## src/rtl/tpr_isqrt.sv

```systemverilog
// ----------------------------------------------------------------------------
// tpr_isqrt: pipelined integer square root
// One root bit per register stage, restoring digit-by-digit method.
// ----------------------------------------------------------------------------
`default_nettype none

module tpr_isqrt #(
	parameter int RW = 23
) (
	input  logic            clk,
	input  logic            arst_n,
	input  logic            en,
	input  logic            in_valid,
	input  logic [2*RW-1:0] radicand,
	output logic            out_valid,
	output logic [RW-1:0]   root
);

	logic [2*RW-1:0] n_s    [RW+1];
	logic [RW+2:0]   rem_s  [RW+1];
	logic [RW-1:0]   root_s [RW+1];
	logic            v_s    [RW+1];

	assign n_s[0]    = radicand;
	assign rem_s[0]  = '0;
	assign root_s[0] = '0;
	assign v_s[0]    = in_valid;

	for (genvar k = 0; k < RW; k++) begin : g_stage
		logic [RW+2:0] rsh;
		logic [RW+2:0] trial;

		assign rsh   = {rem_s[k][RW:0], n_s[k][2*(RW-1-k)+1 -: 2]};
		assign trial = {1'b0, root_s[k], 2'b01};

		always_ff @(posedge clk or negedge arst_n) begin
			if (!arst_n) begin
				v_s[k+1] <= 1'b0;
			end else if (en) begin
				v_s[k+1] <= v_s[k];
			end
		end

		always_ff @(posedge clk) begin
			if (en) begin
				n_s[k+1] <= n_s[k];
				if (rsh >= trial) begin
					rem_s[k+1]  <= rsh - trial;
					root_s[k+1] <= {root_s[k][RW-2:0], 1'b1};
				end else begin
					rem_s[k+1]  <= rsh;
					root_s[k+1] <= {root_s[k][RW-2:0], 1'b0};
				end
			end
		end
	end

	assign out_valid = v_s[RW];
	assign root      = root_s[RW];

endmodule

`default_nettype wire

```

## config.mk

```make
export PLATFORM = sky130hd
export DESIGN_NAME = tpr_isqrt
export DESIGN_NICKNAME = d
export VERILOG_FILES = /design/src/rtl/tpr_isqrt.sv
export SDC_FILE = /design/constraint.sdc
export NUM_CORES = 2
export LEC_CHECK = 0
export BUFFER_PORTS_ARGS = -buffer_cell sky130_fd_sc_hd__buf_4
export CAP_MARGIN = 0
export CORE_MARGIN = 5
export CORE_UTILIZATION = 50
export CTS_CLUSTER_DIAMETER = 50
export DETAILED_ROUTE_END_ITERATION = 10
export PLACE_DENSITY = 0.67
export SYNTH_ARGS = -nofsm -noshare
export SYNTH_HDL_FRONTEND = slang
export SYNTH_SLANG_ARGS = --single-unit
```

## constraint.sdc

```tcl
create_clock -name clk -period 7.8 [get_ports clk]
set_input_delay 0.78 -clock clk [delete_from_list [all_inputs] [get_ports clk]]
set_output_delay 0.78 -clock clk [all_outputs]
set_load 0.01 [all_outputs]
```

After elaboration in Yosys (flattened, before gate mapping)
Cells that the tools add are included.
{"block": "totals", "reg_bits": 1312, "latchBits": 0, "ramBits": 0, "mem_bits_ro": 0, "in_bits": 50, "out_inout_bits": 24, "elab_cells": 181, "memories": 0}
{"block": "classes", "n_addsub": 22, "n_mul": 0, "div": 0, "magnitude_cmp": 23, "n_eq_ne": 0, "shift": 0, "mux": 45, "n_bitwise": 0, "n_reduce_logical": 0}
{"cell": "24-bit two-way mux", "n": 21}
{"cell": "26-bit by 10-bit greater-or-equal comparator with 1-bit output", "n": 1}
{"cell": "26-bit by 11-bit greater-or-equal comparator with 1-bit output", "n": 1}
{"cell": "26-bit by 12-bit greater-or-equal comparator with 1-bit output", "n": 1}
{"cell": "26-bit by 13-bit greater-or-equal comparator with 1-bit output", "n": 1}
{"cell": "26-bit by 14-bit greater-or-equal comparator with 1-bit output", "n": 1}
{"cell": "26-bit by 15-bit greater-or-equal comparator with 1-bit output", "n": 1}
{"cell": "26-bit by 16-bit greater-or-equal comparator with 1-bit output", "n": 1}
{"cell": "26-bit by 17-bit greater-or-equal comparator with 1-bit output", "n": 1}
{"cell": "26-bit by 18-bit greater-or-equal comparator with 1-bit output", "n": 1}
{"cell": "26-bit by 19-bit greater-or-equal comparator with 1-bit output", "n": 1}
{"cell": "26-bit by 20-bit greater-or-equal comparator with 1-bit output", "n": 1}
{"cell": "26-bit by 21-bit greater-or-equal comparator with 1-bit output", "n": 1}
{"cell": "26-bit by 22-bit greater-or-equal comparator with 1-bit output", "n": 1}
{"cell": "26-bit by 23-bit greater-or-equal comparator with 1-bit output", "n": 1}
{"cell": "26-bit by 24-bit greater-or-equal comparator with 1-bit output", "n": 1}
{"cell": "26-bit by 3-bit greater-or-equal comparator with 1-bit output", "n": 1}
{"cell": "26-bit by 4-bit greater-or-equal comparator with 1-bit output", "n": 1}
{"cell": "26-bit by 5-bit greater-or-equal comparator with 1-bit output", "n": 1}
{"cell": "26-bit by 6-bit greater-or-equal comparator with 1-bit output", "n": 1}
{"cell": "26-bit by 7-bit greater-or-equal comparator with 1-bit output", "n": 1}
{"cell": "26-bit by 8-bit greater-or-equal comparator with 1-bit output", "n": 1}
{"cell": "26-bit by 9-bit greater-or-equal comparator with 1-bit output", "n": 1}
{"cell": "24-bit by 10-bit subtractor with 24-bit output", "n": 1}
{"cell": "other kinds (24)", "n": 46}

Longest topological paths before layout
{"block": "logic_depth", "ltp_word": 2, "mapped_depth": 13}

Worst setup path before layout
OpenSTA, ideal clock, no wires.
{"block": "synth_path", "kind": "reg-to-reg", "start": "register rem_s, in the netlist g_stage[5].rsh[7]", "end": "register rem_s, in the netlist g_stage[6].rsh[23] (data pin)", "t_arrival_ps": 2765, "t_required_ps": 7541, "path_slack_ps": 4777, "stages_incl_launch_ff": 9, "path_buffers": 1, "period_less_slack_ps": 3023, "path_cell_list": "edfxtp_1 > or4_4 > or3_4 > or4_4 > or3_1 > clkbuf_2 > or4_4 > nor2_2 > xor2_1"}
{"block": "synth_via", "elab_chain_len": 2, "elab_cells_between_ends": 3, "classes_between": "add/sub (1); order compare (1); mux (1)"}
{"element": "start, declared", "line": "20", "rtl": "logic [RW+2:0] rem_s [RW+1];"}
{"element": "start signal, assigned by index", "line": "48", "rtl": "rem_s[k+1] <= rsh - trial;"}
{"element": "start signal, assigned by index", "line": "51", "rtl": "rem_s[k+1] <= rsh;"}
{"element": "24-bit by 7-bit subtractor with 24-bit output / 26-bit by 7-bit greater-or-equal comparator with 1-bit output (equally long branches)", "line": "48, 47"}
{"element": "24-bit two-way mux *", "line": "47", "rtl": "if (rsh >= trial) begin"}
Mark *: on every way between the ends. The rest lies on a longest branch, timed or not.
A chain may end at the register's enable or synchronous reset.

Final worst setup path
{"block": "layout_path", "start": "register root_s, in the netlist g_stage[14].trial[2]", "end": "register rem_s, in the netlist g_stage[15].rsh[24] (data pin)"}
{"block": "layout_via", "elab_chain_len": 2, "elab_cells_between_ends": 3, "classes_between": "add/sub (1); order compare (1); mux (1)"}
{"element": "start, declared", "line": "21", "rtl": "logic [RW-1:0] root_s [RW+1];"}
{"element": "start signal, assigned by index", "line": "49", "rtl": "root_s[k+1] <= {root_s[k][RW-2:0], 1'b1};"}
{"element": "start signal, assigned by index", "line": "52", "rtl": "root_s[k+1] <= {root_s[k][RW-2:0], 1'b0};"}
{"element": "24-bit by 16-bit subtractor with 24-bit output / 26-bit by 16-bit greater-or-equal comparator with 1-bit output (equally long branches)", "line": "48, 47"}
{"element": "24-bit two-way mux *", "line": "47"}
Marks and branches as above.

==> metrics.md <==
| Metric | Value |
|---|---|
| CP Buf/Inv Count | `3` |
| Final period util | `49.6%` |
| Largest net degree at the start of global routing | `185` |
| Post-Route WL | `116 mm` |
| Antenna violations before repair | `0` |
| Sequential share of power | `a little under half` |
| Setup TNS | `0 ns` |
| Post-synthesis instance total | `around 4.6k` |
| Wire length of the first global-routing pass | `roughly 190 mm` |
| FF+latch count, synth | `between 1k and 1.5k` |
| CP arrival | `4.37 ns` |
| Post-synth EDFFs | `approximately 1.3k` |
| N_diodes | `0` |
| Top delay family on crit path | `compound AO/OA/AOI/OAI gates` |
| Final instance area | `67800 um^2` |
| # fillers | `9691` |
| Syn avg cell area | `approximately 13 um^2` |
| Gate power share | `around 17%` |
| Worst skew pair latency | `0.77 ns` |
| CTS Sinks | `approximately 1.3k` |
| Syn_nets | `about 5k` |
| ANT nets after route | `0` |
| Core Box Area | `120000 um^2` |
| Clock skew | `0.0244 ns` |
| Clock power frac | `roughly a third` |
| Clock transition at the registers of the reported paths | `~0.06 ns` |
| Commonest non-fill, non-tap cell in the layout | `edfxtp_1` |
| Via count | `35.6k` |
| Post-synth cell types | `slightly above 90` |
| Final Total Pwr | `19.5 mW` |
| IO Pins | `74` |
| Starting density of the core | `50.3%` |
| Psw | `roughly 5.3 mW` |
| Ys Warns | `0` |
| Sw frac | `27.0%` |
| Final instance count without filler cells | `6497` |
| P_int | `14.2 mW` |
| Synth Flop Type | `edfxtp_1` |
| Layout cell share with drive strength beyond 1 | `9.36%` |
| Slowest Stage Delay on Critical Path | `between 0.7 and 0.8 ns` |
| Die height | `357 um` |
| Post-Syn Area | `roughly 60000 um^2` |
| CTS resizes | `0` |
| P&R area growth vs syn | `12.4%` |
| 1st-pass router iterations | `7` |
| CP required | `8.30 ns` |
| Total leakage power | `about 26 nW` |
| CTS tree | `done` |
| Status | `completed` |
| Hold_ws | `roughly 0.18 ns` |
| Via density | `~5.5` |
| Drt drc | `0` |
| Dpl hpwl | `a little over 80 mm` |
| Post-Place Cells | `about 6.2k` |
| RSZ-0062 raised after global routing | `false` |
| Asr flop ratio synth | `1.77%` |
| Least-Margin Pin Slew | `approximately 1.3 ns` |
| Area contributors post-synth | `edfxtp_1 (64%), ha_1 (6.2%), xnor2_1 (2.9%)` |
| Crit start category | `flip-flop` |
| Peak VDD IR | `around 0.22 mV` |
| Maximum clock path buffer count | `3` |
| Routed WL per cell | `about 18 um` |
| Placement Cell Area | `63000 um^2` |
| Port Buffers | `73` |
| Final min period | `a little under 4 ns` |
| Fmax achieved | `around 260 MHz` |
| Slowest cell on crit path | `a2111oi_0` |
| Critical Path End Type | `flip-flop` |
| Most frequent cells in the layout | `edfxtp_1 (1280), inv_1 (389), ha_1 (300)` |
| Starting DRT DRC Count | `2378` |
| CTS H-tree depth | `4` |
| CTS buffer count | `approximately 150` |
| Cell taking the most area after synthesis | `edfxtp_1` |
| Total grt overflow | `0` |
| Worst min-delay path class | `in2reg` |
| Maxcap violations | `0` |
| Worst setup path class | `reg2reg` |
| PD cells | `around 290 nW/um^2` |
| Area share of the leading cell type in the synthesized netlist | `between 60 and 70%` |
| Overall track demand over capacity in global routing | `around 18%` |
| Final net count | `between 5k and 6k` |
| Slew Viols, Final | `0` |
| GP Congestion | `~0.9` |
| Row count | `around 130` |
| Max-slew headroom | `approximately an eighth` |
| Vias in the first global route | `between 30k and 40k` |
| Worst Path Max Fanout | `22` |
| Post-synthesis sequential area ratio | `64.6%` |
| Die width | `357 um` |
| Endpoints failing hold | `0` |
| Setup violations, final | `0` |
| Root buf cell | `clkbuf_16` |
| Cell mode on critical path | `inv_1` |
| Die area | `128000 um^2` |
| CP cell instances | `inv_1 > ha_1 > nor2b_1 > o21ai_0 > a21oi_1 > o31ai_1 > a2111oi_0 > nor2_1 > buf_4 > inv_1 > nand4_1 > xnor2_1` |
## sequential cells by signal (all words and copies together) (netlist names)
signal and flops:
n_s 462, g_stage.rsh 542, out_valid 1, g_stage.trial 253, root 23, v_s 22
## power by group through the flow
| stage | clock [mW] | sequential (mW) | combinational, mW |
|---|---|---|---|
| finish | 6.82 | 9.33 | 3.37 |
| floorplan | 0 | 9.22 | 2.51 |
| CTS | 7.02 | 9.33 | 3.37 |
| global route | 7.32 | 9.41 | 3.77 |
| global placement | 0 | 9.45 | 3.30 |
| detailed placement | 0 | 9.47 | 3.35 |
## per-stage QoR
step           worst slack [ns]  util (%)
2_1_floorplan              4.78         -
3_3_place_gp               4.07      52.5
3_5_place_dp               4.01      52.5
4_1_cts                    3.98      56.5
5_1_grt                    3.62      56.5
6_report                   3.93      56.5
## worst paths after layout
check | startpoint | end | slack, ns | cells after the start
worst max register to register | g_stage[14].trial[2] | g_stage[15].rsh[24] | 3.93 | 12
worst min register to register | n_s[950] | n_s[904] | 0.41 | 0
worst min-delay path | radicand[28] | n_s[1040] | 0.18 | 1
worst max-delay path | g_stage[14].trial[2] | g_stage[15].rsh[24] | 3.93 | 12
max in group asynchronous | arst_n | v_s[1] | 7.13 | 2
min in group asynchronous | arst_n | v_s[18] | 0.44 | 2
## final cells by class
cell class	instances	area, um^2	area share [%]
Timing Repair Buffer	96	818	1.21
Multi-Input combinational cell	2822	19600	29.0
Clock inverter	93	971	1.43
Tap cell	1612	2020	2.97
Clock buffer	179	3910	5.76
Sequential cell	1303	39000	57.5
Inverter	392	1470	2.17
## cell families after synthesis
| group | synth area share, % |
|---|---|
| flip-flops | 64.6 |
| AND/OR/NAND/NOR | 9.69 |
| AO/OA/AOI/OAI | 9.34 |
| buffers and inverters | 2.89 |
| XOR/XNOR | 5.44 |
| adder cells (fa/ha/maj) | 6.22 |
| multiplexers | 1.79 |
| other | 0.00621 |
## routing by layer
layer	track usage (%)	share of wire (%)
met5	0	0
met4	7.73	4.1
met3	3.11	3.8
met2	32.5	51
met1	21.7	41
## Yosys cell counts (15+ instances only)
cell	instances
edfxtp_1	1280
nor2_1	271
nor3_1	126
o211ai_1	17
a31oi_1	24
mux2_2	87
inv_1	389
nand4_1	45
or4_1	23
and3_1	25
and2_1	15
nand3_1	68
xnor2_1	201
o21bai_1	21
nor2b_1	35
a21o_1	83
nand2b_1	53
nor3b_1	18
nand2_1	293
nor4_1	65
a21boi_0	16
o21ai_0	206
xor2_1	174
o21a_1	61
a21oi_1	251
or3_1	47
ha_1	300
o31ai_1	57
dfrtp_1	23
or2_2	28
clkbuf_1	60
a211oi_1	31
## timing repair
action,CTS,global route
hold buffers,1,0
buffers inserted,0,0
hold endpoints to repair,23,0
Power figures use the tool's default switching activity.
